**src/hdl/ced_pkg.sv**
```systemverilog
// ----------------------------------------------------------------------------
// ced_pkg : shared types and constants for the edit distance engine
// Mode codes, controller states, widths and the ASCII case fold.
// ----------------------------------------------------------------------------
package ced_pkg;

    localparam int CHAR_W        = 8;
    localparam int MODE_W        = 2;
    localparam int DIST_W        = 7;
    localparam int TOO_LONG_DIST = 99;

    typedef enum logic [MODE_W-1:0] {
        MODE_FIRST  = 2'd0,
        MODE_SECOND = 2'd1,
        MODE_FINISH = 2'd2
    } mode_t;

    typedef enum logic [1:0] {
        ST_IDLE,
        ST_SWEEP,
        ST_WAIT,
        ST_DONE
    } state_t;

    // fold ASCII 'A'..'Z' onto 'a'..'z', other bytes unchanged
    function automatic logic [CHAR_W-1:0] fold_case(input logic [CHAR_W-1:0] c);
        logic [CHAR_W-1:0] r;
        r = c;
        if (c >= 8'h41 && c <= 8'h5A) begin
            r = c + 8'h20;
        end
        return r;
    endfunction

endpackage

```
**src/hdl/ced_feed.sv**
```systemverilog
// ----------------------------------------------------------------------------
// ced_feed : first string store and row feeder
// Holds the first string and streams one row character per cycle into the
// head of the cell chain, together with the column-zero table values.
// ----------------------------------------------------------------------------
module ced_feed #(
    parameter int MAX_LEN = 64,
    parameter int LW      = 7,
    parameter int AW      = 6
) (
    input  logic                       aclk,
    input  logic                       aresetn,
    input  logic                       wr_en,
    input  logic [AW-1:0]              wr_addr,
    input  logic [ced_pkg::CHAR_W-1:0] wr_data,
    input  logic                       rd_en,
    input  logic [AW-1:0]              rd_addr,
    input  logic                       rd_last,
    input  logic [LW-1:0]              rd_row,
    output logic [ced_pkg::CHAR_W-1:0] a_out,
    output logic                       v_out,
    output logic                       last_out,
    output logic [LW-1:0]              dn_out,
    output logic [LW-1:0]              do_out
);
    import ced_pkg::*;

    logic [CHAR_W-1:0] mem [0:MAX_LEN-1];
    logic [CHAR_W-1:0] rd_data_reg;
    logic              v_reg;
    logic              last_reg;
    logic [LW-1:0]     row_reg;

    always_ff @(posedge aclk) begin
        if (wr_en) begin
            mem[wr_addr] <= wr_data;
        end
        rd_data_reg <= mem[rd_addr];
        row_reg     <= rd_row;
    end

    always_ff @(posedge aclk) begin
        if (!aresetn) begin
            v_reg    <= 1'b0;
            last_reg <= 1'b0;
        end else begin
            v_reg    <= rd_en;
            last_reg <= rd_en && rd_last;
        end
    end

    // column zero: D[i][0] = i, D[i-1][0] = i-1
    assign a_out    = fold_case(rd_data_reg);
    assign v_out    = v_reg;
    assign last_out = last_reg;
    assign dn_out   = row_reg;
    assign do_out   = row_reg - LW'(1);

endmodule

```
**config.mk**
```make
export PLATFORM = sky130hd
export DESIGN_NAME = ced_feed
export DESIGN_NICKNAME = d
export VERILOG_FILES = /design/src/hdl/ced_pkg.sv /design/src/hdl/ced_feed.sv
export SDC_FILE = /design/constraint.sdc
export NUM_CORES = 1
export LEC_CHECK = 0
export ABC_AREA = 1
export BUFFER_PORTS_ARGS = -buffer_cell sky130_fd_sc_hd__buf_2
export CORE_ASPECT_RATIO = 1.4
export CORE_UTILIZATION = 45
export CTS_BUF_LIST = sky130_fd_sc_hd__clkbuf_4 sky130_fd_sc_hd__clkbuf_8
export DETAILED_ROUTE_END_ITERATION = 10
export GPL_TIMING_DRIVEN = 0
export PLACE_DENSITY = 0.61
export SYNTH_ARGS = -nofsm -noshare
export SYNTH_HDL_FRONTEND = slang
export SYNTH_SLANG_ARGS = --single-unit
```
**constraint.sdc**
```tcl
create_clock -name aclk -period 4.9 [get_ports aclk]
set_input_delay 0.245 -clock aclk [delete_from_list [all_inputs] [get_ports aclk]]
set_output_delay 0.245 -clock aclk [all_outputs]
set_load 0.02 [all_outputs]
```
## Word level (Yosys, flattened, before mapping)

Memories as Yosys holds them, arrays and structs flattened. A register that Yosys moved wholly into a read port is not among the register bits.
Index checks and enable logic that the tools add are counted.
Widths: inputs -> output; s select.

- Word-level logic and storage cells: 13
- Memories: 1
- Register bits: 9
- RAM bits: 512
- Output and inout bits: 24

- Magnitude comparators: 2
- Reductions and logical operators: 2
- Multiplexer cells: 3
- $add $sub $neg: 2

Memory list:

| memory | words | bits a word | rd ports | clocked after Yosys merged registers in | write ports | RTL line | RTL |
|---|---|---|---|---|---|---|---|
| mem | 64 | 8 | 1 | 1 | 1 | ced_feed.sv:28 | `logic [CHAR_W-1:0] mem [0:MAX_LEN-1];` |

Operators with widths:

| operator | count |
|---|---|
| $add 8x6->8 const B | 1 |
| $ge 8x7->1 const B | 1 |
| $le 8x7->1 const B | 1 |
| $mux 8 | 1 |
| $sub 7x1->7 const B | 1 |
| $logic_and 1x1->1 | 2 |
| $mux 1 | 2 |

## Longest topological paths before layout

- Depth after elaboration: 3
- Depth in mapped cells: 12

## Worst setup path before layout

Ideal clock, no wire load.

- Kind: input-to-reg
- Start point: input port wr_en
- End point: memory mem[48][0] (enable)
- Setup slack: 2.889 ns
- Data required time: 4.505 ns
- Setup time: 0.395 ns
- Arrival: 1.616 ns
- Stages on the path: 3
- Path through: clkbuf_1 > nand4_1 > nor4_1

- Longest elaborated chain between the ends: 2

RTL lines:

| what | RTL line | RTL |
|---|---|---|
| start, declared | ced_feed.sv:13 | `input logic wr_en,` |
| $mux 1 | ced_feed.sv:35 | `if (wr_en) begin` |
| $mux 1 (not written as such) | ced_feed.sv:36 | `mem[wr_addr] <= wr_data;` |
| end, declared | ced_feed.sv:28 |  |

Every way passes these cells.

## Worst setup path in the final report

- Start point: register rd_data_reg[2] (read register of mem)
- End point: output port a_out[7] (netlist name)

- Longest elaborated chain between the ends: 3

RTL lines:

| what | RTL line | RTL |
|---|---|---|
| start, declared | ced_feed.sv:29 | `logic [CHAR_W-1:0] rd_data_reg;` |
| $ge 8x7->1 or $le 8x7->1 (tied branches) | ced_pkg.sv:29 | `if (c >= 8'h41 && c <= 8'h5A) begin` |
| $logic_and 1x1->1 | ced_pkg.sv:29 |  |
| $mux 8 * | ced_pkg.sv:29 |  |
| end, declared | ced_feed.sv:20 | `output logic [ced_pkg::CHAR_W-1:0] a_out,` |

Every way passes the cells marked *; elsewhere a longest branch is shown, timed or not.

==> results by group <==
Clock network
  • Total CTS buffers: 81
  • Post-CTS sizing: 0
  • Clock latency on the worst-skew pair: 0.68 ns
  • Depth of the CTS H-tree: 3
  • CTS tree: done
  • Post-CTS setup buffers: 0
  • Root Driver: clkbuf_8
  • Hold Buf Count CTS: 11
  • # clock sinks: 529
  • Reg clk slew, reported paths: 0.07 ns
  • Clock Path Buffers: 3

Timing
  • Final worst slack: 2.44 ns
  • Worst Max-Slew Pin Slew: 1.46 ns
  • Final Setup Violations: 0
  • Setup TNS: 0 ns
  • Part of the cycle the worst path needs: 0.503
  • Worst Skew: 0.0361 ns
  • Max Freq: 0.406 GHz
  • Tmin final: 2.46 ns
  • Final Max Tran Viols: 0
  • RSZ-0062 raised after global routing: no
  • Final Hold Fails: 0
  • Rel. slew slack: 0.0263

Setup path
  • Worst path cell trace: o21ai_0 -> nand4_1 -> nor2_1 -> nand2_1 -> nand2_1 -> buf_2
  • Crit path buffers/inverters: 1
  • CP max FO: 3
  • Most frequent CP cell: nand2_1
  • R2R depth: 8
  • CP delay by family, top: simple AND/OR/NAND/NOR gates
  • Reg2reg start: mem[42][7]
  • Worst setup EP type: primary output
  • Setup CP Type: flip-flop to primary output
  • Crit Reg-Reg Endpoint: rd_data_reg[7]
  • Flop2flop setup slack: 3.51 ns
  • Crit path largest cell delay: 0.51 ns
  • CP Launch Type: flip-flop
  • Slowest-stage cell, CP: o21ai_0
  • Critical path required time: 4.66 ns
  • Arrival time worst endpoint: 2.22 ns

Detailed routing
  • First-pass detailed-route iteration total: 5
  • Post-Route WL: 66600 um
  • Post-DRT Antenna Nets: 0
  • Vias: 15000
  • DR WL/cell: 24.7 um
  • Vias/cell: 5.56
  • Drt drc: 0
  • First DRT Iteration DRCs: 1567

Synthesis
  • Post-synthesis sequential area ratio: 0.725
  • Mapped Nets: 1889
  • Gate Count Post-Synth: 1855
  • Yosys warning count: 0
  • Avg Inst Size Synth: 11.7 um^2
  • Largest cells by area after synthesis: edfxtp_1 71%, nand2_1 11%, nand3_1 10%
  • Unique masters post-synth: 21
  • Yosys top cell by area: edfxtp_1
  • Mapped Area: 21700 um^2
  • #FFs+latches synth: 529
  • Top cell type's share of synthesized area: 0.709

Layout
  • Finished Cell Area: 24600 um^2
  • Most frequent cells in the layout: 655 x nand2_1, 512 x edfxtp_1, 439 x nand3_1
  • Multi-input gate area: 5150 um^2
  • Area grow syn2layout: 13.5%
  • Finished Layout Cells: 2694
  • Max FFs per register: 512
  • Nets: 2041
  • Total area of sequential cells: 15700 um^2
  • Leading cell type in the layout, fill and taps excluded: nand2_1
  • FILL cells: 4168
  • Final Core Density: 0.520
  • Layout cells sized above 1: 0.138

Floorplan
  • Initial core utilization: 0.458
  • DIE WIDTH: 187 um
  • Die Area: 49100 um^2
  • Site Rows: 94
  • Die Span Y: 262 um
  • I/O pin cnt: 56
  • Core area: 47300 um^2

Place
  • Placed Area: 22800 um^2
  • Worst slack, placed: 2.10 ns
  • PortBufs: 47
  • Cell count after placement: 2536
  • Placer Congestion: 0.945
  • Post-DP HPWL: 45200 um

Power
  • PwrDens: 385 nW/um^2
  • Max IR drop VDD: 0.000333 V
  • Leakage Power: 9.07 nW

Flow run
  • Max Cap Viol: 0

Global routing
  • GRT Util Overall: 0.276
  • GRT overflow: 0
  • First-pass GRT wire length: 95600 um
  • Initial antenna violation count: 2
  • Vias in the first global route: 14200
  • Pin count of the biggest net entering global routing: 65

Min path
  • Hold endpoint: mem[54][1]
  • Min-Delay Path Class: primary input to flip-flop
  • Hold_sp: wr_data[1]
  • Worst hold stages: 1

Outcome
  • Status: completed
[final cells by class]
cell class	instances	area share
well taps	624	0.0317
repair buffers	69	0.0190
plain buffers	118	0.0316
clock inverters	34	0.00921
multi-input cells	1187	0.209
flip-flops and latches	529	0.639
diodes	1	0.000102
clock buffers	111	0.0568
inverters	21	0.00331
[metrics by stage]
step                      power (mW)  hold slack, ns
after floorplan                 5.49           0.273
after global placement          5.82           0.348
after detailed placement        5.84           0.349
after CTS                       9.50          0.0904
after global routing            9.72          0.0761
final                           9.47          0.0627
[cells by family (layout without fill, tap and decap cells)]
group                    Yosys count  count (layout)  synth area share
XOR/XNOR                           5               5           0.00202
adder cells (fa/ha/maj)            2               2           0.00115
other                              0               1                 0
flip-flops                       529             529             0.725
AO/OA/AOI/OAI                      3               3          0.000693
buffers and inverters            139             353            0.0396
AND/OR/NAND/NOR                 1177            1177             0.231
[cell usage after synthesis (all sizes together)]
cell type  count
nand2        655
edfxtp       512
nand3        439
buf          103
nor2          62
inv           21
dfxtp         17
clkbuf        15
nand4         10
nor4           8
nor3           3
o21ai          3
xor2           3
ha             2
xnor2          2
[report_power, final]
group,internal [mW],total [mW],switching [mW]
sequential,5.00,5.02,0.0211
combinational,0.194,0.734,0.540
clock,2.00,3.72,1.72
total,7.20,9.47,2.28
[per-layer routing]
layer | part of all wire | vias to the layer above | GRT usage
met5 | 0.00020 | - | 0
met2 | 0.50 | 716 | 0.477
met4 | 0.053 | 2 | 0.160
met3 | 0.066 | 158 | 0.0390
met1 | 0.38 | 7287 | 0.332
li1 | - | 6818 | -
[how the worst max path moves through the flow]
stage / endpoint / cells past startpoint / slack, ns / from
floorplan: mem[48][0] / 3 / 2.89 / wr_en
global placement: mem[49][0] / 3 / 1.85 / wr_en
detailed placement: mem[58][7] / 4 / 2.10 / wr_addr[0]
CTS: a_out[7] / 6 / 2.40 / rd_data_reg[2]
global route: a_out[7] / 6 / 2.32 / rd_data_reg[2]
finish: a_out[7] / 6 / 2.44 / rd_data_reg[2]
Note: power is estimated with default switching activity, not from simulation.
