File: src/hdl/ced_pkg.sv
// ----------------------------------------------------------------------------
// ced_pkg : shared types and constants for the edit distance engine
// Mode codes, controller states, widths and the ASCII case fold.
// ----------------------------------------------------------------------------
package ced_pkg;

    localparam int CHAR_W        = 8;
    localparam int MODE_W        = 2;
    localparam int DIST_W        = 7;
    localparam int TOO_LONG_DIST = 99;

    typedef enum logic [MODE_W-1:0] {
        MODE_FIRST  = 2'd0,
        MODE_SECOND = 2'd1,
        MODE_FINISH = 2'd2
    } mode_t;

    typedef enum logic [1:0] {
        ST_IDLE,
        ST_SWEEP,
        ST_WAIT,
        ST_DONE
    } state_t;

    // fold ASCII 'A'..'Z' onto 'a'..'z', other bytes unchanged
    function automatic logic [CHAR_W-1:0] fold_case(input logic [CHAR_W-1:0] c);
        logic [CHAR_W-1:0] r;
        r = c;
        if (c >= 8'h41 && c <= 8'h5A) begin
            r = c + 8'h20;
        end
        return r;
    endfunction

endpackage

File: src/hdl/ced_cell.sv
// ----------------------------------------------------------------------------
// ced_cell : one column of the edit distance table
// Holds one folded character of the second string and the latest table
// value of its column; rows pass through as a diagonal wavefront.
// ----------------------------------------------------------------------------
module ced_cell #(
    parameter int LW  = 7,
    parameter int COL = 1
) (
    input  logic                       aclk,
    input  logic                       aresetn,
    input  logic                       init,
    input  logic                       load_en,
    input  logic [ced_pkg::CHAR_W-1:0] load_ch,
    input  logic [LW-1:0]              len,
    input  logic [ced_pkg::CHAR_W-1:0] a_in,
    input  logic                       v_in,
    input  logic                       last_in,
    input  logic [LW-1:0]              dn_in,
    input  logic [LW-1:0]              do_in,
    input  logic                       res_v_in,
    input  logic [LW-1:0]              res_d_in,
    output logic [ced_pkg::CHAR_W-1:0] a_out,
    output logic                       v_out,
    output logic                       last_out,
    output logic [LW-1:0]              dn_out,
    output logic [LW-1:0]              do_out,
    output logic                       res_v_out,
    output logic [LW-1:0]              res_d_out
);
    import ced_pkg::*;

    logic [CHAR_W-1:0] b_reg;
    logic [CHAR_W-1:0] a_reg;
    logic              v_reg, v_next;
    logic              last_reg, last_next;
    logic [LW-1:0]     d_reg, d_next;
    logic [LW-1:0]     dp_reg, dp_next;
    logic              res_v_reg, res_v_next;
    logic [LW-1:0]     res_d_reg, res_d_next;

    logic [LW:0] up_w, left_w, diag_w, best_w;
    logic        is_end;

    assign is_end = (len == LW'(COL));

    always_comb begin
        up_w   = {1'b0, d_reg} + (LW+1)'(1);
        left_w = {1'b0, dn_in} + (LW+1)'(1);
        diag_w = {1'b0, do_in} + ((a_in != b_reg) ? (LW+1)'(1) : (LW+1)'(0));
        best_w = up_w;
        if (left_w < best_w) begin
            best_w = left_w;
        end
        if (diag_w < best_w) begin
            best_w = diag_w;
        end

        v_next     = v_in;
        last_next  = last_in;
        d_next     = d_reg;
        dp_next    = dp_reg;
        res_v_next = res_v_in;
        res_d_next = res_d_in;
        if (init) begin
            v_next     = 1'b0;
            last_next  = 1'b0;
            d_next     = LW'(COL);
            res_v_next = 1'b0;
        end else if (v_in) begin
            d_next  = best_w[LW-1:0];
            dp_next = d_reg;
            // last row reaching the end column: launch the result downstream
            if (last_in && is_end) begin
                res_v_next = 1'b1;
                res_d_next = best_w[LW-1:0];
            end
        end
    end

    always_ff @(posedge aclk) begin
        if (!aresetn) begin
            v_reg     <= 1'b0;
            last_reg  <= 1'b0;
            res_v_reg <= 1'b0;
        end else begin
            v_reg     <= v_next;
            last_reg  <= last_next;
            res_v_reg <= res_v_next;
        end
    end

    always_ff @(posedge aclk) begin
        if (load_en && len == LW'(COL-1)) begin
            b_reg <= fold_case(load_ch);
        end
        a_reg     <= a_in;
        d_reg     <= d_next;
        dp_reg    <= dp_next;
        res_d_reg <= res_d_next;
    end

    assign a_out     = a_reg;
    assign v_out     = v_reg;
    assign last_out  = last_reg;
    assign dn_out    = d_reg;
    assign do_out    = dp_reg;
    assign res_v_out = res_v_reg;
    assign res_d_out = res_d_reg;

endmodule

File: config.mk
export PLATFORM = sky130hd
export DESIGN_NAME = ced_cell
export DESIGN_NICKNAME = d
export VERILOG_FILES = /design/src/hdl/ced_pkg.sv /design/src/hdl/ced_cell.sv
export SDC_FILE = /design/constraint.sdc
export NUM_CORES = 1
export LEC_CHECK = 0
export ABC_AREA = 0
export ABC_CLOCK_PERIOD_IN_PS = 6400
export BUFFER_PORTS_ARGS = -buffer_cell sky130_fd_sc_hd__buf_4
export CAP_MARGIN = 20
export CORE_MARGIN = 8
export CORE_UTILIZATION = 45
export CTS_CLUSTER_SIZE = 10
export DETAILED_ROUTE_END_ITERATION = 10
export GPL_TIMING_DRIVEN = 0
export PLACE_DENSITY = 0.77
export SETUP_SLACK_MARGIN = 0.15
export SLEW_MARGIN = 20
export SYNTH_ARGS = -nofsm -noshare
export SYNTH_HDL_FRONTEND = slang
export SYNTH_SLANG_ARGS = --single-unit
File: constraint.sdc
create_clock -name aclk -period 6.4 [get_ports aclk]
set_input_delay 0 -clock aclk [delete_from_list [all_inputs] [get_ports aclk]]
set_output_delay 0 -clock aclk [all_outputs]
set_load 0.01 [all_outputs]
Word level (Yosys, flattened, before mapping)
Cells that the tools add are included.
{ "totals": {"in_bits": 51, "output_inout_bits": 32, "register_bits": 40} }
{ "classes": {"reduce_logical": 6, "n_lt_le_gt_ge": 4, "bitwise": 2, "eq_ne": 2, "mux": 9, "addsub": 4} }
{ "ops": {"columns": ["op", "n"], "rows": [
  ["7-bit two-way mux", 4],
  ["7-bit by 1-bit adder with 8-bit output, second input constant", 2],
  ["8-bit less-than comparator", 2],
  ["8-bit two-way mux", 2],
  ["7-bit by 1-bit adder with 8-bit output", 1],
  ["8-bit by 6-bit adder with 8-bit output, second input constant", 1],
  ["8-bit by 7-bit >= comparator with 1-bit output, second input constant", 1],
  ["8-bit by 7-bit less-or-equal comparator with 1-bit output, second input constant", 1],
  ["8-bit != test", 1],
  ["7-bit by 1-bit equality test with 1-bit output, second input constant", 1],
  ["7-bit zero test", 1],
  ["1-bit logical AND", 3],
  ["1-bit two-way mux", 3],
  ["1-bit inverter", 2],
  ["2-bit AND reduction", 1],
  ["2-bit OR reduction", 1]
]} }

Depth between registers and ports, before layout
Gate-level depths: netlist of the first run.
{ "depth": {"depth_word": 8, "ltp_mapped": 20, "ltp_nobuf": 20} }

Worst setup path before layout of the first run
No wires, ideal clock.
{ "synth_path": {"path_type": "register to register", "startpoint": "register d_reg[0] (netlist: dn_out[0])", "endpoint": "register res_d_reg[2] (netlist: res_d_out[2])", "synth_period_minus_slack_ns": 4.567, "path_slack_ns": 1.833, "path_buffers": 0, "arrival_ns": 4.447, "setup_ns": 0.121, "stages_incl_launch_ff": 21, "cell_sequence": "dfxtp_1 -> ha_1 -> and3_1 -> nand3_1 -> xor2_1 -> ha_1 -> a41o_1 -> a221o_1 -> a21oi_4 -> nor2_4 -> mux2i_1 -> inv_1 -> ha_1 -> a21o_1 -> a21oi_1 -> o221ai_1 -> or3_2 -> o31a_4 -> nand2_4 -> mux2i_1 -> mux2_2"} }
{ "synth_between": {"elab_chain_len": 8} }
{ "synth_rtl": {"columns": ["element", "line", "source"], "rows": [
  ["start: declaration", "ced_cell.sv:37", "logic [LW-1:0] d_reg, d_next;"],
  ["start signal: assignment", "ced_cell.sv:98", "d_reg <= d_next;"],
  ["7-bit by 1-bit adder with 8-bit output (*)", "ced_cell.sv:48", "up_w = {1'b0, d_reg} + (LW+1)'(1);"],
  ["8-bit less-than comparator", "ced_cell.sv:52", "if (left_w < best_w) begin"],
  ["8-bit two-way mux (*)", "ced_cell.sv:52", null],
  ["8-bit less-than comparator", "ced_cell.sv:55", "if (diag_w < best_w) begin"],
  ["7-bit two-way mux (*)", "ced_cell.sv:55", null],
  ["7-bit two-way mux (*)", "ced_cell.sv:74", "if (last_in && is_end) begin"],
  ["7-bit two-way mux (*)", "ced_cell.sv:70", "end else if (v_in) begin"],
  ["7-bit two-way mux (*)", "ced_cell.sv:65", "if (init) begin"],
  ["named net res_d_next[2]", "ced_cell.sv:40", "logic [LW-1:0] res_d_reg, res_d_next;"],
  ["end signal: assignment", "ced_cell.sv:100", "res_d_reg <= res_d_next;"],
  ["end: declaration", "ced_cell.sv:40", null]
]} }
The timed path passes the listed nets; every way through them passes the cells marked *.
A chain may end at the register's enable or synchronous reset.

Final worst setup path of the first run
{ "layout_path": {"startpoint": "register d_reg[0] (netlist: dn_out[0])", "endpoint": "register res_d_reg[6] (netlist: res_d_out[6])"} }
Same word-level chain as after synthesis.

==> impl_metrics.tcl, run 1 <==
set metrics [dict create \
    grt_overflow 0 \
    core_area_um2 5010 \
    cts_buffers 5 \
    rsz0062_at_grt "no" \
    fin_nets 401 \
    die_w_um 87.3 \
    start_util_pct 45.7 \
    grt_first_pass_wirelength_um 10200 \
    tns_ns 0 \
    portBuffers 81 \
    drtAntennaViolNets 0 \
    report.final.slew_viol_count 0 \
    power_density_nw_per_um2 251 \
    worst_r2r_endpoint "res_d_out[6]$_DFF_P_" \
    fin_ws_ns 1.18 \
    hp-class "in -> reg" \
    grt_pass1_vias 2098 \
    drt-total-wl_um 6560 \
    cts_buffer_depth 2 \
    rr_worst_depth 20 \
    grt_use_total_pct 17.5 \
    place_congestion 0.852 \
    cts_setup_buffers 0 \
    p_comb_share_pct 39.3 \
    post-route-util_pct 66.7 \
    postPlaceCellArea_um2 2990 \
    peakVddDrop_mv 0.210 \
    synth.avg_cell_area_um2 10.4 \
    viasPerCell 5.10 \
    critPathLaunch "dn_out[0]$_SDFFE_PP1P_" \
    cts-htree-levels 2 \
    critPathMaxFanout 10 \
    grt_max_degree 14 \
    async_flop_share_pct 0 \
    die_area_um2 7630 \
    max-slew-margin-rel_pct 50.1 \
    ys_ff_latch 40 \
    path_class "reg -> reg" \
    path_clk_slew_ns 0.08 \
    arrival_ns 5.47 \
    p_int_uw 561 \
    antenna_found_initial 0 \
    fin_skew_ns 0.00546 \
    synthToLayoutAreaGrowth_pct 46.0 \
    hold_violations 0 \
    diodes 0 \
    dp_slack_ns 1.22 \
    worstReg2RegStart "dn_out[0]$_SDFFE_PP1P_" \
    mostFrequentLayoutCell "buf_4" \
    endpoint "res_d_out[6]$_DFF_P_" \
    die_h_um 87.3 \
    p_total_uw 839 \
    clkLatencyLatePin_ns 0.30 \
    worstPathRequired_ns 6.64 \
    status "finished clean" \
    wire_per_inst_um 16.3 \
    sw_frac_of_total_pct 33.1 \
    cts_tree "done" \
    fmax_ghz 0.191 \
    drt_iter0_markers 93 \
    synth_edf_count 15 \
    rows 26 \
    seqPwrFrac_pct 36.2 \
    fin_crit_ns 5.22 \
    synth_nets 289 \
    root_buffer "clkbuf_8" \
    cp-end-kind "register" \
    dr_total_vias 2056 \
    io_pins 83 \
    ff2ff_setup_slack_ns 1.18 \
    final_cell_mix "81 x buf_4, 25 x dfxtp_1, 24 x dlygate4sd3_1" \
    postSynthCellCount 220 \
    setup_violations 0 \
    cts_resized 0 \
    cts.sink_count 40 \
    power.leakage_nw 1.51 \
    drive_gt1_share_pct 32.4 \
    tightest_slew_ns 0.746 \
    maxCapViolCount 0 \
    synth.distinct_cells 53 \
    finalCritPeriodShare_pct 81.6 \
    place_hpwl_um 4880 \
    yosysWarnings 0 \
    power_frac_clock_pct 24.5 \
    power.net_switching_uw 278 \
    drc 0 \
    synthFlopType "dfxtp_1" \
    stdcell_area_um2 3340 \
    nFillCells 398 \
    ys_seq_area_share_pct 41.5 \
    start_kind "register" \
    mappedNetlistArea_um2 2290 \
    first_pass_iters 4 \
]
[critical path, stage by stage (launching register included)]
cell      delay (ns)
dfxtp_1         0.56
ha_1            0.25
and3_1          0.20
nand3_1         0.10
xor2_1          0.19
ha_1            0.25
a41o_1          0.21
a221o_1         0.30
a21oi_4         0.31
nor2_4          0.13
mux2i_1         0.21
inv_1           0.07
ha_1            0.31
a21o_1          0.16
a21oi_1         0.18
o221ai_1        0.19
or3_2           0.46
o31a_4          0.32
nand2_4         0.13
mux2i_1         0.42
mux2_2          0.23
[cells by family (layout without fill, tap and decap cells)]
| group | count (synthesis) | count (layout) | synth area share [%] |
|---|---|---|---|
| and+or+nand+nor | 64 | 64 | 15.9 |
| AOI/OAI and AO/OA | 46 | 46 | 15.1 |
| DFF | 40 | 40 | 41.5 |
| xor gates and xnor gates | 22 | 22 | 8.42 |
| adders and majority gates | 18 | 18 | 9.84 |
| buffers and inverters | 16 | 129 | 2.62 |
| muxes | 14 | 14 | 6.56 |
[stage by stage]
step,std cells,hold WS [ns]
floorplan,220,0.0277
global placement,371,0.121
detailed placement,371,0.123
CTS,403,0.0238
global route,403,0.0423
finish,403,0.0393
[worst min path at each step]
stage / to / start / slack [ns] / cells after the start
2_1_floorplan: a_out[0]$_DFF_P_ / a_in[0] / 0.03 / 0
3_3_place_gp: a_out[3]$_DFF_P_ / a_in[3] / 0.12 / 1
3_5_place_dp: a_out[2]$_DFF_P_ / a_in[2] / 0.12 / 1
4_1_cts: dn_out[1]$_SDFFE_PP0P_ / v_in / 0.02 / 3
5_1_grt: dn_out[1]$_SDFFE_PP0P_ / v_in / 0.04 / 3
6_report: dn_out[0]$_SDFFE_PP1P_ / dn_in[0] / 0.04 / 3
[per-layer routing]
metal	up-vias	share of wire, %	GRT usage [%]
li1	1035	-	-
met4	0	0.93	4.69
met5	-	0	0
met2	73	50	30.3
met3	5	8.2	6.98
met1	943	41	19.2
[cell usage after synthesis, types with 2 or more instances]
cell type | instances | share of area [%]
dfxtp_1 | 25 | 22
ha_1 | 18 | 9.8
edfxtp_1 | 15 | 20
xor2_1 | 15 | 5.7
inv_1 | 14 | 2.3
nor2_1 | 12 | 2.0
nand3_1 | 11 | 2.4
a21oi_1 | 9 | 2.0
mux2i_1 | 9 | 3.9
nand2_1 | 8 | 1.3
nand2b_1 | 7 | 1.9
xnor2_1 | 7 | 2.7
a21o_1 | 6 | 2.0
o21ai_0 | 5 | 1.1
o22ai_1 | 5 | 1.4
mux2_2 | 4 | 2.0
nor3b_1 | 4 | 1.3
and3_1 | 3 | 0.82
nor4_1 | 3 | 0.82
a211oi_1 | 2 | 0.66
and2_1 | 2 | 0.55
clkbuf_1 | 2 | 0.33
nand4_1 | 2 | 0.55
o21a_1 | 2 | 0.66
o221ai_1 | 2 | 0.77
[repair_timing]
action,in CTS,in global routing
endpoints found under the setup margin,0,0
hold endpoints to repair,24,0
hold buffers,24,0
[power by group through the flow]
stage	combinational [mW]	clock, mW	sequential (mW)
after floorplan	0.199	0	0.314
after global placement	0.308	0	0.309
after detailed placement	0.314	0	0.309
after CTS	0.328	0.206	0.304
after global routing	0.361	0.218	0.307
final	0.330	0.206	0.304
[final cells by class]
type / instances / area, um2 / share of cell area [%]
multi-input combinational: 164 / 1280 / 38.4
tap: 70 / 87.6 / 2.62
buffer: 2 / 7.51 / 0.225
sequential: 40 / 951 / 28.5
inverter: 14 / 52.6 / 1.57
clock inverter: 3 / 42.5 / 1.27
clock buffer: 5 / 68.8 / 2.06
timing repair buffer: 105 / 848 / 25.4
Note: power is estimated with default switching activity, not from simulation.
==> inputs of run 2 (changes only) <==
- ABC_CLOCK_PERIOD_IN_PS: 6400 -> 5200
- clock period: 6.4 -> 5.2 ns (I/O delays scaled with it)
==> run 2 against run 1 <==
  * Register-to-register slack got worse by 0.82 ns
  * Non-clock buffer count is 7 higher
  * Count of clock-buffer cells in the layout unchanged
==> impl_metrics.tcl, run 2 (synthesis gave the netlist of run 1 again) <==
set metrics [dict create \
    path_class "reg -> reg" \
    drt-total-wl_um 6810 \
    finalCritPeriodShare_pct 93.2 \
    antenna_found_initial 0 \
    die_area_um2 7630 \
    synthToLayoutAreaGrowth_pct 51.9 \
    grt_first_pass_wirelength_um 10200 \
    rr_worst_depth 20 \
    cpMostUsedCell "ha_1" \
    fin_skew_ns 0.00572 \
    fmax_ghz 0.206 \
    path_depth 20 \
    cts_buffers 5 \
    hp-class "in -> reg" \
    io_pins 83 \
    grt_overflow 0 \
    path_delay_family "compound AO/OA/AOI/OAI gates" \
    hold_ws_ns 0.0339 \
    ff2ff_setup_slack_ns 0.35 \
    hold_violations 0 \
    power_density_nw_per_um2 321 \
    grt_max_degree 14 \
    cts_buffer_depth 2 \
    drc 0 \
    diodes 0 \
    place_congestion 0.852 \
    tns_ns 0 \
    fin_ws_ns 0.353 \
    critPathMaxFanout 10 \
    tightest_slew_ns 0.759 \
    cts_tree "done" \
    power.leakage_nw 1.54 \
    dr_total_vias 2115 \
    die_h_um 87.3 \
    start_util_pct 45.7 \
    drt_iter0_markers 111 \
    setup_violations 0 \
    path_cells "ha_1, and3_1, nand3_1, xor2_1, ha_1, a41o_1, a221o_1, a21oi_4, nor2_4, mux2i_4, inv_1, ha_1, a21o_1, a21oi_2, o221ai_2, or3_2, o31a_4, nand2_4, mux2i_4, mux2_2" \
    cp_slowest_stage_delay_ns 0.43 \
    cts.sink_count 40 \
    arrival_ns 5.09 \
    grt_use_total_pct 17.5 \
    critical_path.slowest_cell "or3_2" \
    path_buf_inv 1 \
    maxCapViolCount 0 \
    place_hpwl_um 4880 \
    root_buffer "clkbuf_8" \
    report.final.slew_viol_count 0 \
    dp_cells 371 \
    fin_crit_ns 4.85 \
    cts-htree-levels 2 \
    peakVddDrop_mv 0.269 \
    drtAntennaViolNets 0 \
    path_clk_slew_ns 0.08 \
    start_kind "register" \
    clkLatencyLatePin_ns 0.30 \
    viasPerCell 5.16 \
    max-slew-margin-rel_pct 49.2 \
    dp_slack_ns 0.0163 \
    postPlaceCellArea_um2 2990 \
    first_pass_iters 4 \
    core_area_um2 5010 \
    stdcell_area_um2 3480 \
    drive_gt1_share_pct 36.8 \
    rows 26 \
    rsz0062_at_grt "no" \
    wire_per_inst_um 16.6 \
    grt_pass1_vias 2096 \
    cp-end-kind "register" \
    fin_cells 410 \
    portBuffers 81 \
    die_w_um 87.3 \
    worstPathRequired_ns 5.44 \
    nFillCells 381 \
    mostFrequentLayoutCell "buf_4" \
    holdPathStages 3 \
    status "finished clean" \
    fin_nets 408 \
    final_cell_mix "88 x buf_4, 24 x dlygate4sd3_1, 23 x dfxtp_1" \
    post-route-util_pct 69.4 \
    p_total_mw 1.12 \
]
run 2: path summary, 6_finish.rpt:
check                               from                     end
setup / recovery  dn_out[0]$_SDFFE_PP1P_    res_d_out[6]$_DFF_P_
hold / removal                  dn_in[0]  dn_out[0]$_SDFFE_PP1P_
setup reg to reg  dn_out[0]$_SDFFE_PP1P_    res_d_out[6]$_DFF_P_
hold reg to reg   dn_out[1]$_SDFFE_PP0P_     do_out[1]$_DFFE_PP_
run 2: area by class of cell:
| cell class | count | area, um2 | share of cell area (%) |
|---|---|---|---|
| Buffer | 2 | 7.51 | 0.216 |
| Clock buffer | 5 | 68.8 | 1.98 |
| Clock inverter | 3 | 42.5 | 1.22 |
| Inverter | 14 | 52.6 | 1.51 |
| Multi-Input combinational cell | 164 | 1360 | 39.2 |
| Sequential cell | 40 | 956 | 27.5 |
| Tap cell | 70 | 87.6 | 2.52 |
| Timing Repair Buffer | 112 | 901 | 25.9 |
run 2: worst reg2reg max path, cell delays in order, from the launching register on:
cell      delay (ns)
dfxtp_4         0.42
ha_1            0.19
and3_1          0.20
nand3_1         0.10
xor2_1          0.19
ha_1            0.25
a41o_1          0.21
a221o_1         0.30
a21oi_4         0.28
nor2_4          0.14
mux2i_4         0.22
inv_1           0.07
ha_1            0.31
a21o_1          0.17
a21oi_2         0.17
o221ai_2        0.14
or3_2           0.43
o31a_4          0.32
nand2_4         0.18
mux2i_4         0.32
mux2_2          0.19
run 2: timing repair:
action / 4_1_cts / 5_1_grt
endpoints found under the hold margin: 24 / 0
endpoints found under the setup margin: 7 / 13
buffers inserted: 0 / 7
hold buffers: 24 / 0
pin swaps: 0 / 1
resized for setup: 2 / 14
run 2: power breakdown:
part / switching, mW / internal (mW)
clock network: 0.109 / 0.142
registers: 0.0246 / 0.351
logic: 0.242 / 0.250
run 2: per-layer routing:
layer	track usage (%)	vias to the layer above	share of wire (%)
li1	-	1048	-
met1	19.2	987	39
met2	30.3	73	51
met3	6.98	7	8.2
met4	4.69	0	1.6
met5	0	-	0
